`src/rtl/bls_pkg.sv`:
```
package bls_pkg;

  // bar geometry
  localparam int BAR_PIXELS = 44;
  localparam int POS_W      = $clog2(BAR_PIXELS + 1);

  // tick countdown
  localparam int          CNT_W   = 16;
  localparam logic [CNT_W-1:0] CNT_MAX = {CNT_W{1'b1}};

  // register limits
  localparam int COLOR_W   = 4;
  localparam int PCT_W     = 7;
  localparam int COLOR_MAX = 8;
  localparam int PCT_MIN   = 1;
  localparam int PCT_MAX   = 100;
  localparam int BPM_MIN   = 30;
  localparam int BPM_MAX   = 100;

  localparam logic [COLOR_W-1:0] COLOR_RST = COLOR_W'(0);
  localparam logic [PCT_W-1:0]   BRI_RST   = PCT_W'(50);
  localparam logic [PCT_W-1:0]   AMP_RST   = PCT_W'(50);
  localparam logic [PCT_W-1:0]   BPM_RST   = PCT_W'(60);

  // step period = STEP_NUM / (BAR_PIXELS * bpm)
  localparam int STEP_NUM = 61000000;
  localparam int NUM_W    = $clog2(STEP_NUM + 1);
  localparam int DIV_W    = $clog2(BAR_PIXELS * BPM_MAX + 1);
  localparam int DCNT_W   = $clog2(NUM_W + 1);

  // floor(x / 100) = (x * DIV100_MUL) >> DIV100_SHIFT for x below 2^15
  localparam int DIV100_MUL   = 5243;
  localparam int DIV100_SHIFT = 19;
  localparam int BRI_K_W      = $clog2(PCT_MAX * DIV100_MUL + 1);
  localparam int CH_PROD_W    = 8 + BRI_K_W;
  localparam int LEN_MUL      = BAR_PIXELS * DIV100_MUL;
  localparam int LEN_PROD_W   = PCT_W + $clog2(LEN_MUL + 1);

  // config register map
  localparam int CFG_AW = 4;
  typedef enum logic [1:0] {
    REG_COLOR  = 2'd0,
    REG_BRIGHT = 2'd1,
    REG_AMP    = 2'd2,
    REG_BPM    = 2'd3
  } cfg_reg_t;

  typedef struct packed {
    logic [COLOR_W-1:0] color;
    logic [PCT_W-1:0]   bright;
    logic [PCT_W-1:0]   amp;
    logic [PCT_W-1:0]   bpm;
  } cfg_t;

  typedef struct packed {
    logic [7:0] red;
    logic [7:0] green;
    logic [7:0] blue;
  } rgb_t;

  typedef enum logic [1:0] {
    ST_IDLE,
    ST_SCALE,
    ST_EMIT,
    ST_FINISH
  } state_t;

  typedef struct packed {
    logic stop;       // blank frame, park position
    logic cnt_clear;
    logic cnt_dec;
    logic start;      // latch frame settings, start period divide
    logic scale;      // scale color channels
    logic pix_adv;
    logic finish;     // reload countdown, step position
  } dp_cmd_t;

  typedef struct packed {
    logic color_zero;
    logic cnt_zero;
    logic last_pix;
    logic dark;
    logic div_done;
  } dp_sts_t;

  function automatic rgb_t palette(input logic [COLOR_W-1:0] sel);
    rgb_t c;
    case (sel)
      COLOR_W'(1): c = '{8'd255, 8'd0,   8'd255};
      COLOR_W'(2): c = '{8'd0,   8'd0,   8'd255};
      COLOR_W'(3): c = '{8'd0,   8'd255, 8'd0};
      COLOR_W'(4): c = '{8'd0,   8'd255, 8'd255};
      COLOR_W'(5): c = '{8'd255, 8'd20,  8'd147};
      COLOR_W'(6): c = '{8'd255, 8'd128, 8'd0};
      COLOR_W'(7): c = '{8'd255, 8'd0,   8'd0};
      COLOR_W'(8): c = '{8'd255, 8'd180, 8'd80};
      default:     c = '{8'd0,   8'd0,   8'd0};
    endcase
    return c;
  endfunction

endpackage

```
`src/rtl/bls_if.sv`:
```
interface bls_in_if;
  logic valid;
  logic ready;
  logic stop_request;

  modport source(output valid, output stop_request, input ready);
  modport sink(input valid, input stop_request, output ready);
endinterface

interface bls_out_if;
  import bls_pkg::*;
  logic             valid;
  logic             ready;
  logic [POS_W-1:0] pixel_index;
  logic [7:0]       red;
  logic [7:0]       green;
  logic [7:0]       blue;
  logic             frame_end;

  modport source(output valid, output pixel_index, output red, output green, output blue,
                 output frame_end, input ready);
  modport sink(input valid, input pixel_index, input red, input green, input blue,
               input frame_end, output ready);
endinterface

```
`src/rtl/bouncing_led_bar_scanner.sv`:
```
// bouncing LED bar scanner
// in_ch: one beat per microsecond tick; stop_request blanks the bar and parks
// the position one past the end.
// out_ch: one beat per pixel, BAR_PIXELS beats per frame in pixel order,
// frame_end set on the last one.
// cfg_*: APB register port, color at 0x0, brightness 0x4, amplitude 0x8,
// bpm 0xc; write only while no frame is in flight.
// a tick with no frame leaves the controller idle, so ticks can arrive every
// cycle while no frame is in flight. a frame tick passes through ST_SCALE
// before its first pixel, a blank frame does not; then one pixel per cycle
// while out_ch is ready. the tick port reopens after ST_FINISH, which waits
// on the period divider running under the pixel stream (a blank frame skips it).
// stalls on out_ch hold the current pixel; no new tick is taken until the
// frame is fully delivered.
// reset: color 0 (only stop requests make frames), brightness 50, amplitude 50, 60 bpm, position
// parked, countdown zero so the first colored tick makes a frame.
module bouncing_led_bar_scanner (
  input  logic                        clk,
  input  logic                        rst_n,
  bls_in_if.sink                      in_ch,
  bls_out_if.source                   out_ch,
  input  logic                        cfg_psel,
  input  logic                        cfg_penable,
  input  logic                        cfg_pwrite,
  input  logic [bls_pkg::CFG_AW-1:0]  cfg_paddr,
  input  logic [31:0]                 cfg_pwdata,
  output logic [31:0]                 cfg_prdata,
  output logic                        cfg_pready
);
  import bls_pkg::*;

  cfg_t    cfg;
  dp_cmd_t cmd;
  dp_sts_t sts;

  bls_cfg u_cfg (
    .clk         (clk),
    .rst_n       (rst_n),
    .cfg_psel    (cfg_psel),
    .cfg_penable (cfg_penable),
    .cfg_pwrite  (cfg_pwrite),
    .cfg_paddr   (cfg_paddr),
    .cfg_pwdata  (cfg_pwdata),
    .cfg_prdata  (cfg_prdata),
    .cfg_pready  (cfg_pready),
    .cfg         (cfg)
  );

  bls_ctrl u_ctrl (
    .clk       (clk),
    .rst_n     (rst_n),
    .in_valid  (in_ch.valid),
    .in_stop   (in_ch.stop_request),
    .in_ready  (in_ch.ready),
    .out_valid (out_ch.valid),
    .out_ready (out_ch.ready),
    .sts       (sts),
    .cmd       (cmd)
  );

  bls_dp u_dp (
    .clk         (clk),
    .rst_n       (rst_n),
    .cfg         (cfg),
    .cmd         (cmd),
    .sts         (sts),
    .pixel_index (out_ch.pixel_index),
    .red         (out_ch.red),
    .green       (out_ch.green),
    .blue        (out_ch.blue),
    .frame_end   (out_ch.frame_end)
  );

endmodule

```
`src/rtl/bls_cfg.sv`:
```
module bls_cfg (
  input  logic                        clk,
  input  logic                        rst_n,
  input  logic                        cfg_psel,
  input  logic                        cfg_penable,
  input  logic                        cfg_pwrite,
  input  logic [bls_pkg::CFG_AW-1:0]  cfg_paddr,
  input  logic [31:0]                 cfg_pwdata,
  output logic [31:0]                 cfg_prdata,
  output logic                        cfg_pready,
  output bls_pkg::cfg_t               cfg
);
  import bls_pkg::*;

  cfg_t     cfg_r;
  cfg_reg_t sel;
  logic     wr_en;

  assign sel        = cfg_reg_t'(cfg_paddr[3:2]);
  assign cfg_pready = 1'b1;
  assign wr_en      = cfg_psel && cfg_penable && cfg_pwrite;
  assign cfg        = cfg_r;

  always_ff @(posedge clk) begin
    if (!rst_n) begin
      cfg_r.color  <= COLOR_RST;
      cfg_r.bright <= BRI_RST;
      cfg_r.amp    <= AMP_RST;
      cfg_r.bpm    <= BPM_RST;
    end else if (wr_en) begin
      case (sel)
        REG_COLOR:  cfg_r.color  <= cfg_pwdata[COLOR_W-1:0];
        REG_BRIGHT: cfg_r.bright <= cfg_pwdata[PCT_W-1:0];
        REG_AMP:    cfg_r.amp    <= cfg_pwdata[PCT_W-1:0];
        REG_BPM:    cfg_r.bpm    <= cfg_pwdata[PCT_W-1:0];
        default: ;
      endcase
    end
  end

  always_comb begin
    case (sel)
      REG_COLOR:  cfg_prdata = 32'(cfg_r.color);
      REG_BRIGHT: cfg_prdata = 32'(cfg_r.bright);
      REG_AMP:    cfg_prdata = 32'(cfg_r.amp);
      REG_BPM:    cfg_prdata = 32'(cfg_r.bpm);
      default:    cfg_prdata = 32'd0;
    endcase
  end

endmodule

```
`src/rtl/bls_ctrl.sv`:
```
module bls_ctrl (
  input  logic              clk,
  input  logic              rst_n,
  input  logic              in_valid,
  input  logic              in_stop,
  output logic              in_ready,
  output logic              out_valid,
  input  logic              out_ready,
  input  bls_pkg::dp_sts_t  sts,
  output bls_pkg::dp_cmd_t  cmd
);
  import bls_pkg::*;

  state_t state_r, state_nxt;

  always_ff @(posedge clk) begin
    if (!rst_n) begin
      state_r <= ST_IDLE;
    end else begin
      state_r <= state_nxt;
    end
  end

  always_comb begin
    state_nxt = state_r;
    case (state_r)
      ST_IDLE: begin
        if (in_valid) begin
          if (in_stop) begin
            state_nxt = ST_EMIT;
          end else if (!sts.color_zero && sts.cnt_zero) begin
            state_nxt = ST_SCALE;
          end
        end
      end
      ST_SCALE: state_nxt = ST_EMIT;
      ST_EMIT: begin
        if (out_ready && sts.last_pix) begin
          state_nxt = sts.dark ? ST_IDLE : ST_FINISH;
        end
      end
      ST_FINISH: begin
        if (sts.div_done) begin
          state_nxt = ST_IDLE;
        end
      end
      default: state_nxt = ST_IDLE;
    endcase
  end

  always_comb begin
    cmd       = '0;
    in_ready  = 1'b0;
    out_valid = 1'b0;
    case (state_r)
      ST_IDLE: begin
        in_ready = 1'b1;
        if (in_valid) begin
          if (in_stop) begin
            cmd.stop = 1'b1;
          end else if (sts.color_zero) begin
            cmd.cnt_clear = 1'b1;
          end else if (!sts.cnt_zero) begin
            cmd.cnt_dec = 1'b1;
          end else begin
            cmd.start = 1'b1;
          end
        end
      end
      ST_SCALE: cmd.scale = 1'b1;
      ST_EMIT: begin
        out_valid   = 1'b1;
        cmd.pix_adv = out_ready;
      end
      ST_FINISH: cmd.finish = sts.div_done;
      default: ;
    endcase
  end

endmodule

```
`src/rtl/bls_dp.sv`:
```
module bls_dp (
  input  logic                      clk,
  input  logic                      rst_n,
  input  bls_pkg::cfg_t             cfg,
  input  bls_pkg::dp_cmd_t          cmd,
  output bls_pkg::dp_sts_t          sts,
  output logic [bls_pkg::POS_W-1:0] pixel_index,
  output logic [7:0]                red,
  output logic [7:0]                green,
  output logic [7:0]                blue,
  output logic                      frame_end
);
  import bls_pkg::*;

  // sweep state
  logic [POS_W-1:0]   pos_r, pos_nxt;
  logic               down_r, down_nxt;
  logic [CNT_W-1:0]   cnt_r;
  logic [POS_W-1:0]   idx_r;
  logic               dark_r;

  // frame settings
  logic [POS_W-1:0]   len_r;
  logic [COLOR_W-1:0] sel_r;
  logic [BRI_K_W-1:0] bri_k_r;
  rgb_t               rgb_r;

  // period divider
  logic [DIV_W-1:0]   div_d_r;
  logic [DIV_W-1:0]   rem_r;
  logic [NUM_W-1:0]   quo_r;
  logic [DCNT_W-1:0]  dcnt_r;
  logic               busy_r;

  // clamped settings
  logic [COLOR_W-1:0]    sel_c;
  logic [PCT_W-1:0]      bri_c, amp_c, bpm_c;
  logic [LEN_PROD_W-1:0] len_prod;
  logic [LEN_PROD_W-1:0] len_q;
  logic [POS_W-1:0]      len_c;

  always_comb begin
    sel_c = (cfg.color > COLOR_W'(COLOR_MAX)) ? COLOR_W'(COLOR_MAX) : cfg.color;
    bri_c = cfg.bright;
    if (cfg.bright < PCT_W'(PCT_MIN)) bri_c = PCT_W'(PCT_MIN);
    if (cfg.bright > PCT_W'(PCT_MAX)) bri_c = PCT_W'(PCT_MAX);
    amp_c = cfg.amp;
    if (cfg.amp < PCT_W'(PCT_MIN)) amp_c = PCT_W'(PCT_MIN);
    if (cfg.amp > PCT_W'(PCT_MAX)) amp_c = PCT_W'(PCT_MAX);
    bpm_c = cfg.bpm;
    if (cfg.bpm < PCT_W'(BPM_MIN)) bpm_c = PCT_W'(BPM_MIN);
    if (cfg.bpm > PCT_W'(BPM_MAX)) bpm_c = PCT_W'(BPM_MAX);
  end

  // segment length = floor(BAR_PIXELS * amp / 100), clamped to 1..BAR_PIXELS
  assign len_prod = LEN_PROD_W'(amp_c) * LEN_PROD_W'(LEN_MUL);
  assign len_q    = len_prod >> DIV100_SHIFT;
  always_comb begin
    if (len_q < LEN_PROD_W'(1)) begin
      len_c = POS_W'(1);
    end else if (len_q > LEN_PROD_W'(BAR_PIXELS)) begin
      len_c = POS_W'(BAR_PIXELS);
    end else begin
      len_c = len_q[POS_W-1:0];
    end
  end

  // channel scaling: floor(ch * bri / 100) as ch * (bri * k) >> shift
  rgb_t                 pal;
  logic [CH_PROD_W-1:0] r_prod, g_prod, b_prod;
  logic [CH_PROD_W-1:0] r_q, g_q, b_q;

  assign pal    = palette(sel_r);
  assign r_prod = CH_PROD_W'(pal.red) * CH_PROD_W'(bri_k_r);
  assign g_prod = CH_PROD_W'(pal.green) * CH_PROD_W'(bri_k_r);
  assign b_prod = CH_PROD_W'(pal.blue) * CH_PROD_W'(bri_k_r);
  assign r_q    = r_prod >> DIV100_SHIFT;
  assign g_q    = g_prod >> DIV100_SHIFT;
  assign b_q    = b_prod >> DIV100_SHIFT;

  // restoring divider, one quotient bit a cycle
  logic [DIV_W:0] rem_sh;
  logic           q_bit;
  assign rem_sh = {rem_r, quo_r[NUM_W-1]};
  assign q_bit  = (rem_sh >= {1'b0, div_d_r});

  // period saturated to 1..CNT_MAX, countdown reloads with period - 1
  logic [CNT_W-1:0] period;
  always_comb begin
    if (quo_r > NUM_W'(CNT_MAX)) begin
      period = CNT_MAX;
    end else if (quo_r == '0) begin
      period = CNT_W'(1);
    end else begin
      period = quo_r[CNT_W-1:0];
    end
  end

  // bounce step
  logic [POS_W:0] pos_wide;
  always_comb begin
    down_nxt = down_r;
    pos_wide = {1'b0, pos_r} + (POS_W+1)'(1);
    if (down_r) begin
      if (pos_r <= POS_W'(1)) begin
        pos_wide = '0;
        down_nxt = 1'b0;
      end else begin
        pos_wide = {1'b0, pos_r} - (POS_W+1)'(1);
      end
    end
    if (!(down_r && pos_r <= POS_W'(1)) && pos_wide >= (POS_W+1)'(BAR_PIXELS - 1)) begin
      pos_wide = (POS_W+1)'(BAR_PIXELS - 1);
      down_nxt = 1'b1;
    end
    pos_nxt = pos_wide[POS_W-1:0];
  end

  always_ff @(posedge clk) begin
    if (!rst_n) begin
      pos_r  <= POS_W'(BAR_PIXELS);
      down_r <= 1'b0;
      cnt_r  <= '0;
      idx_r  <= '0;
      dark_r <= 1'b0;
      busy_r <= 1'b0;
      dcnt_r <= '0;
    end else begin
      if (cmd.stop) begin
        pos_r  <= POS_W'(BAR_PIXELS);
        cnt_r  <= '0;
        idx_r  <= '0;
        dark_r <= 1'b1;
      end
      if (cmd.cnt_clear) begin
        cnt_r <= '0;
      end
      if (cmd.cnt_dec) begin
        cnt_r <= cnt_r - CNT_W'(1);
      end
      if (cmd.start) begin
        idx_r  <= '0;
        dark_r <= 1'b0;
        busy_r <= 1'b1;
        dcnt_r <= DCNT_W'(NUM_W);
      end else if (busy_r) begin
        dcnt_r <= dcnt_r - DCNT_W'(1);
        if (dcnt_r == DCNT_W'(1)) begin
          busy_r <= 1'b0;
        end
      end
      if (cmd.pix_adv) begin
        idx_r <= idx_r + POS_W'(1);
      end
      if (cmd.finish) begin
        cnt_r  <= period - CNT_W'(1);
        pos_r  <= pos_nxt;
        down_r <= down_nxt;
      end
    end
  end

  // payload registers
  always_ff @(posedge clk) begin
    if (cmd.start) begin
      len_r   <= len_c;
      sel_r   <= sel_c;
      bri_k_r <= BRI_K_W'(bri_c) * BRI_K_W'(DIV100_MUL);
      div_d_r <= DIV_W'(BAR_PIXELS) * DIV_W'(bpm_c);
      rem_r   <= '0;
      quo_r   <= NUM_W'(STEP_NUM);
    end else if (busy_r) begin
      rem_r <= q_bit ? DIV_W'(rem_sh - {1'b0, div_d_r}) : rem_sh[DIV_W-1:0];
      quo_r <= {quo_r[NUM_W-2:0], q_bit};
    end
    if (cmd.scale) begin
      rgb_r.red   <= r_q[7:0];
      rgb_r.green <= g_q[7:0];
      rgb_r.blue  <= b_q[7:0];
    end
  end

  // parked position (one past the end) lights nothing, so a blank frame needs no mask
  logic lit;
  assign lit = (idx_r >= pos_r) && ((idx_r - pos_r) < len_r);

  assign pixel_index = idx_r;
  assign red         = lit ? rgb_r.red : 8'd0;
  assign green       = lit ? rgb_r.green : 8'd0;
  assign blue        = lit ? rgb_r.blue : 8'd0;
  assign frame_end   = (idx_r == POS_W'(BAR_PIXELS - 1));

  assign sts.color_zero = (cfg.color == '0);
  assign sts.cnt_zero   = (cnt_r == '0);
  assign sts.last_pix   = frame_end;
  assign sts.dark       = dark_r;
  assign sts.div_done   = !busy_r;

endmodule
```
`src/flat_wrapper.sv`:
```
// flat-port wrapper written by rule: the top's interface ports become plain ports
module bouncing_led_bar_scanner_flat import bls_pkg::*;
  (clk, rst_n, cfg_psel, cfg_penable, cfg_pwrite, cfg_paddr, cfg_pwdata, cfg_prdata, cfg_pready, in_ch_valid, in_ch_stop_request, in_ch_ready, out_ch_valid, out_ch_pixel_index, out_ch_red, out_ch_green, out_ch_blue, out_ch_frame_end, out_ch_ready);
  bls_in_if in_ch_i ();
  bls_out_if out_ch_i ();
  input  logic clk;
  input  logic rst_n;
  input  logic cfg_psel;
  input  logic cfg_penable;
  input  logic cfg_pwrite;
  input  logic [bls_pkg::CFG_AW-1:0] cfg_paddr;
  input  logic [31:0] cfg_pwdata;
  output logic [31:0] cfg_prdata;
  output logic cfg_pready;
  input wire logic [$bits(in_ch_i.valid)-1:0] in_ch_valid;
  input wire logic [$bits(in_ch_i.stop_request)-1:0] in_ch_stop_request;
  output wire logic [$bits(in_ch_i.ready)-1:0] in_ch_ready;
  output wire logic [$bits(out_ch_i.valid)-1:0] out_ch_valid;
  output wire logic [$bits(out_ch_i.pixel_index)-1:0] out_ch_pixel_index;
  output wire logic [$bits(out_ch_i.red)-1:0] out_ch_red;
  output wire logic [$bits(out_ch_i.green)-1:0] out_ch_green;
  output wire logic [$bits(out_ch_i.blue)-1:0] out_ch_blue;
  output wire logic [$bits(out_ch_i.frame_end)-1:0] out_ch_frame_end;
  input wire logic [$bits(out_ch_i.ready)-1:0] out_ch_ready;
  assign in_ch_i.valid = in_ch_valid;
  assign in_ch_i.stop_request = in_ch_stop_request;
  assign in_ch_ready = in_ch_i.ready;
  assign out_ch_valid = out_ch_i.valid;
  assign out_ch_pixel_index = out_ch_i.pixel_index;
  assign out_ch_red = out_ch_i.red;
  assign out_ch_green = out_ch_i.green;
  assign out_ch_blue = out_ch_i.blue;
  assign out_ch_frame_end = out_ch_i.frame_end;
  assign out_ch_i.ready = out_ch_ready;
  bouncing_led_bar_scanner u_core (.clk(clk), .rst_n(rst_n), .in_ch(in_ch_i), .out_ch(out_ch_i), .cfg_psel(cfg_psel), .cfg_penable(cfg_penable), .cfg_pwrite(cfg_pwrite), .cfg_paddr(cfg_paddr), .cfg_pwdata(cfg_pwdata), .cfg_prdata(cfg_prdata), .cfg_pready(cfg_pready));
endmodule
```
`config.mk`:
```
export PLATFORM = sky130hd
export DESIGN_NAME = bouncing_led_bar_scanner_flat
export DESIGN_NICKNAME = d
export VERILOG_FILES = /design/src/rtl/bls_pkg.sv /design/src/rtl/bls_if.sv /design/src/rtl/bouncing_led_bar_scanner.sv /design/src/rtl/bls_cfg.sv /design/src/rtl/bls_ctrl.sv /design/src/rtl/bls_dp.sv /design/src/flat_wrapper.sv
export SDC_FILE = /design/constraint.sdc
export NUM_CORES = 1
export LEC_CHECK = 0
export BUFFER_PORTS_ARGS = -buffer_cell sky130_fd_sc_hd__buf_2
export CAP_MARGIN = 5
export CORE_UTILIZATION = 30
export DETAILED_ROUTE_END_ITERATION = 12
export PLACE_DENSITY_LB_ADDON = 0.15
export SETUP_SLACK_MARGIN = 0.1
export SYNTH_ARGS = -nofsm -noshare
export SYNTH_HDL_FRONTEND = slang
export SYNTH_SLANG_ARGS = --single-unit
```
`constraint.sdc`:
```
create_clock -name clk -period 6.8 [get_ports clk]
set_clock_uncertainty 0.15 [all_clocks]
set_input_delay 0.68 -clock clk [delete_from_list [all_inputs] [get_ports clk]]
set_output_delay 0.68 -clock clk [all_outputs]
set_load 0.005 [all_outputs]
```
==> flow_metrics.env <==
export IMPL_outcome="completed"
export IMPL_async_flop_share=0
export IMPL_syn_avg_cell_area_sq_um=9.39
export IMPL_numCtsBuffers=17
export IMPL_layout_drive_gt1_share=0.0510
export IMPL_yosysWarnings=0
export IMPL_arrival_ns=6.21
export IMPL_viasPerCell=4.60
export IMPL_fp_dieW_microns=282
export IMPL_critPathSlowestCell="o21ai_0"
export IMPL_leakage_nw=12.8
export IMPL_ir_drop_mv=0.133
export IMPL_min_path_type="reg2reg"
export IMPL_ctsHoldBuffers=0
export IMPL_syn_cell_area_sq_um=23500
export IMPL_min_period_over_period=0.901
export IMPL_synth_area_leader_cell="fa_1"
export IMPL_r2r_slack_ns=0.67
export IMPL_ys_types=77
export IMPL_drtIter0Drc=603
export IMPL_holdPathStages=2
export IMPL_dr_pass1_iters=5
export IMPL_synthSimpleGateAreaFrac=0.136
export IMPL_nNetsFinal=3183
export IMPL_finalSetupViolations=0
export IMPL_hold_path_startpoint="u_core.u_dp.cnt_r[12]"
export IMPL_syn_to_final_growth_pct=8.15
export IMPL_fin_tns_setup_ns=0
export IMPL_io_buffers=56
export IMPL_ff2ff_path_depth=18
export IMPL_rsz0062_at_grt="no"
export IMPL_n_antenna_cell=0
export IMPL_cts_sinks=176
export IMPL_path_max_fanout=9
export IMPL_hold_end="u_core.u_dp.cnt_r[12]"
export IMPL_synth_compound_area_share=0.0906
export IMPL_h_tree_depth=4
export IMPL_ys_seq_area_frac=0.177
export IMPL_die_h_microns=282
export IMPL_crit_top_cell="fa_1"
export IMPL_maxSlewHeadroom=0.366
export IMPL_overflow=0
export IMPL_worst_path_buf_inv=3
export IMPL_r2r_start="u_core.u_cfg.cfg[19]"
export IMPL_timing_rr_end="u_core.u_dp.bri_k_r[19]"
export IMPL_startpoint_type="register"
export IMPL_globalplace_congestion=0.790
export IMPL_critical_path_top_delay_family="compound AO/OA/AOI/OAI gates"
export IMPL_synthAdderAreaFrac=0.437
export IMPL_worst_setup_path_type="reg2reg"
export IMPL_antenna_found_initial=0
export IMPL_num_vias=16405
export IMPL_initial_utilization=0.303
export IMPL_n_fill_cell=8190
export IMPL_cp_end_kind="register"
export IMPL_cts_tree="done"
export IMPL_period_minus_slack_ns=6.13
export IMPL_place_hpwl_microns=43100
export IMPL_synth_area_mux_share=0.0325
export IMPL_grt_pass1_vias=17934
export IMPL_core_area_sq_um=77600
export IMPL_critPathMaxStageDelay_ns=0.69
export IMPL_fmax_ghz=0.163
export IMPL_finalHoldViolCount=0
export IMPL_drv_slew=0
export IMPL_grt_max_degree=61
export IMPL_synth_top_family_by_area="adder cells"
export IMPL_synth_top_area_share=0.283
export IMPL_crit_required_ns=6.88
export IMPL_synth_cells=2505
export IMPL_ant_nets=0
export IMPL_avgRoutedWirePerCell_microns=14.5
export IMPL_cts_root_buf="clkbuf_16"
export IMPL_synth_xor_area_frac=0.0313
export IMPL_drc=0
export IMPL_p_per_area_nw_per_um2=134
export IMPL_ys_seq_elements=176
export IMPL_track_usage=0.140
export IMPL_maxCapViolCount=0
export IMPL_row_count=102
export IMPL_synth_top_cells_by_count="inv_1, fa_1, ha_1, nand2_1, nor2_1"
export IMPL_clockBufferDepth=2
export IMPL_postCtsSetupBuffers=0
export IMPL_path_clk_slew_ns=0.07
export IMPL_grt_first_pass_wirelength_microns=89600
export IMPL_tightest_slew_ns=0.949
export IMPL_die_area_sq_um=79600
export IMPL_crit_chain="nand2_1 -> o21ai_0 -> fa_1 -> fa_1 -> inv_1 -> fa_1 -> inv_1 -> fa_1 -> inv_1 -> ha_1 -> a21o_1 -> a21oi_1 -> a311o_1 -> o21ai_0 -> o41ai_1 -> o21ai_0 -> a21oi_1 -> xnor2_1"
export IMPL_num_io_pins=110
export IMPL_power_w=0.00340
export IMPL_clock_latency_ns=0.48
export IMPL_synthTopCellsByArea="fa_1, ha_1, dfxtp_1"
export IMPL_ys_flop_type="dfxtp_1"
export IMPL_synth_most_common_cell="inv_1"
export IMPL_drt_wl_total_microns=51700
export IMPL_synth_edf_count=65
export IMPL_cts_resized=0
## cell type report
class | count | area, sq um | share of cell area
sequential | 176 | 4180 | 0.164
clock inverter | 13 | 146 | 0.00575
multi-input combinational | 1790 | 17300 | 0.678
tap | 1040 | 1300 | 0.0511
inverter | 460 | 1730 | 0.0678
timing repair buffer | 71 | 393 | 0.0154
clock buffer | 19 | 454 | 0.0178
## state kept, by name, summed over array words and instances, names as in the netlist, 2 cells and up
signal                   cells
u_core.u_dp.quo_r           26
u_core.u_dp.pal              9
u_core.u_dp.bri_k_r         20
u_core.u_dp.div_d_r         11
u_core.u_dp.pos_r            6
u_core.u_dp.cnt_r           16
u_core.u_ctrl.state_r        2
u_core.u_dp.pixel_index      6
u_core.u_cfg.cfg            25
u_core.u_dp.dcnt_r           5
u_core.u_dp.rem_r           13
u_core.u_dp.len_r            6
u_core.u_dp.sel_r            4
u_core.u_dp.rgb_r           24
## worst register-to-register path, cell delays in order (launching register included)
cell     delay (ns)
dfxtp_1        0.60
nand2_1        0.16
o21ai_0        0.69
fa_1           0.58
fa_1           0.50
inv_1          0.06
fa_1           0.52
inv_1          0.05
fa_1           0.49
inv_1          0.04
ha_1           0.23
a21o_1         0.19
a21oi_1        0.19
a311o_1        0.27
o21ai_0        0.21
o41ai_1        0.47
o21ai_0        0.20
a21oi_1        0.20
xnor2_1        0.08
## metrics by stage
step | instance area, sq um | worst slack (ns) | instances | hold WS [ns] | utilization
after global routing | 25400 | 0.324 | 3569 | 0.338 | 0.328
after global placement | 24800 | 0.658 | 3537 | 0.313 | 0.320
after CTS | 25400 | 0.615 | 3569 | 0.297 | 0.328
final | 25400 | 0.672 | 3569 | 0.335 | 0.328
after floorplan | 23600 | 1.50 | 2529 | 0.295 | -
after detailed placement | 24800 | 0.644 | 3537 | 0.321 | 0.320
## cells in the final DEF, fill, tap and decap left out, types with 6 or more instances in the layout
master	count
or2_2	7
fa_1	333
a21boi_0	6
nor2b_1	40
buf_2	56
and4_1	6
a21oi_1	98
inv_1	458
xnor2_1	59
dfxtp_1	110
a31oi_1	24
clkbuf_16	18
o21ai_0	58
ha_1	290
nand4_1	10
nor4_1	9
nor3_1	37
o211ai_1	7
edfxtp_1	65
o21bai_1	14
xor2_1	25
nor2_1	146
nand3_1	27
o21a_1	16
conb_1	26
nand2b_1	8
buf_4	15
nor3b_1	6
a21boi_1	7
nand2_1	207
and2_1	113
o21ai_1	10
and3_1	8
a21o_1	32
or3_1	10
a211oi_1	13
mux2i_1	64
## layer usage
layer	vias up	GRT usage	part of all wire
li1	8071	-	-
met1	8174	0.173	0.45
met2	123	0.256	0.52
met3	37	0.0192	0.017
met4	0	0.0353	0.016
met5	-	0	0
## how the worst max path moves through the flow
stage | startpoint | endpoint | slack, ns | depth (start not counted)
CTS | u_core.u_cfg.cfg[19] | u_core.u_dp.bri_k_r[19] | 0.62 | 18
global placement | u_core.u_cfg.cfg[19] | u_core.u_dp.bri_k_r[19] | 0.66 | 18
floorplan | u_core.u_dp.pal[15] | u_core.u_dp.rgb_r[15] | 1.50 | 18
finish | u_core.u_cfg.cfg[19] | u_core.u_dp.bri_k_r[19] | 0.67 | 18
global route | u_core.u_cfg.cfg[19] | u_core.u_dp.bri_k_r[19] | 0.32 | 18
detailed placement | u_core.u_cfg.cfg[19] | u_core.u_dp.bri_k_r[19] | 0.64 | 18
## power by group
group          total (W)  switching [W]  leakage, nW  internal, W
sequential       0.00134       0.000118         1.52      0.00123
clock            0.00105       0.000477        0.297     0.000569
combinational    0.00101       0.000554         11.0     0.000454
## kinds of logic after synthesis
logic type	Yosys count
AOI/OAI and AO/OA	332
xor gates and xnor gates	84
adders and majority gates	623
buffers and inverters	563
DFF	176
muxes	71
other	2
and+or+nand+nor	654
(Power assumes the default switching activity.)
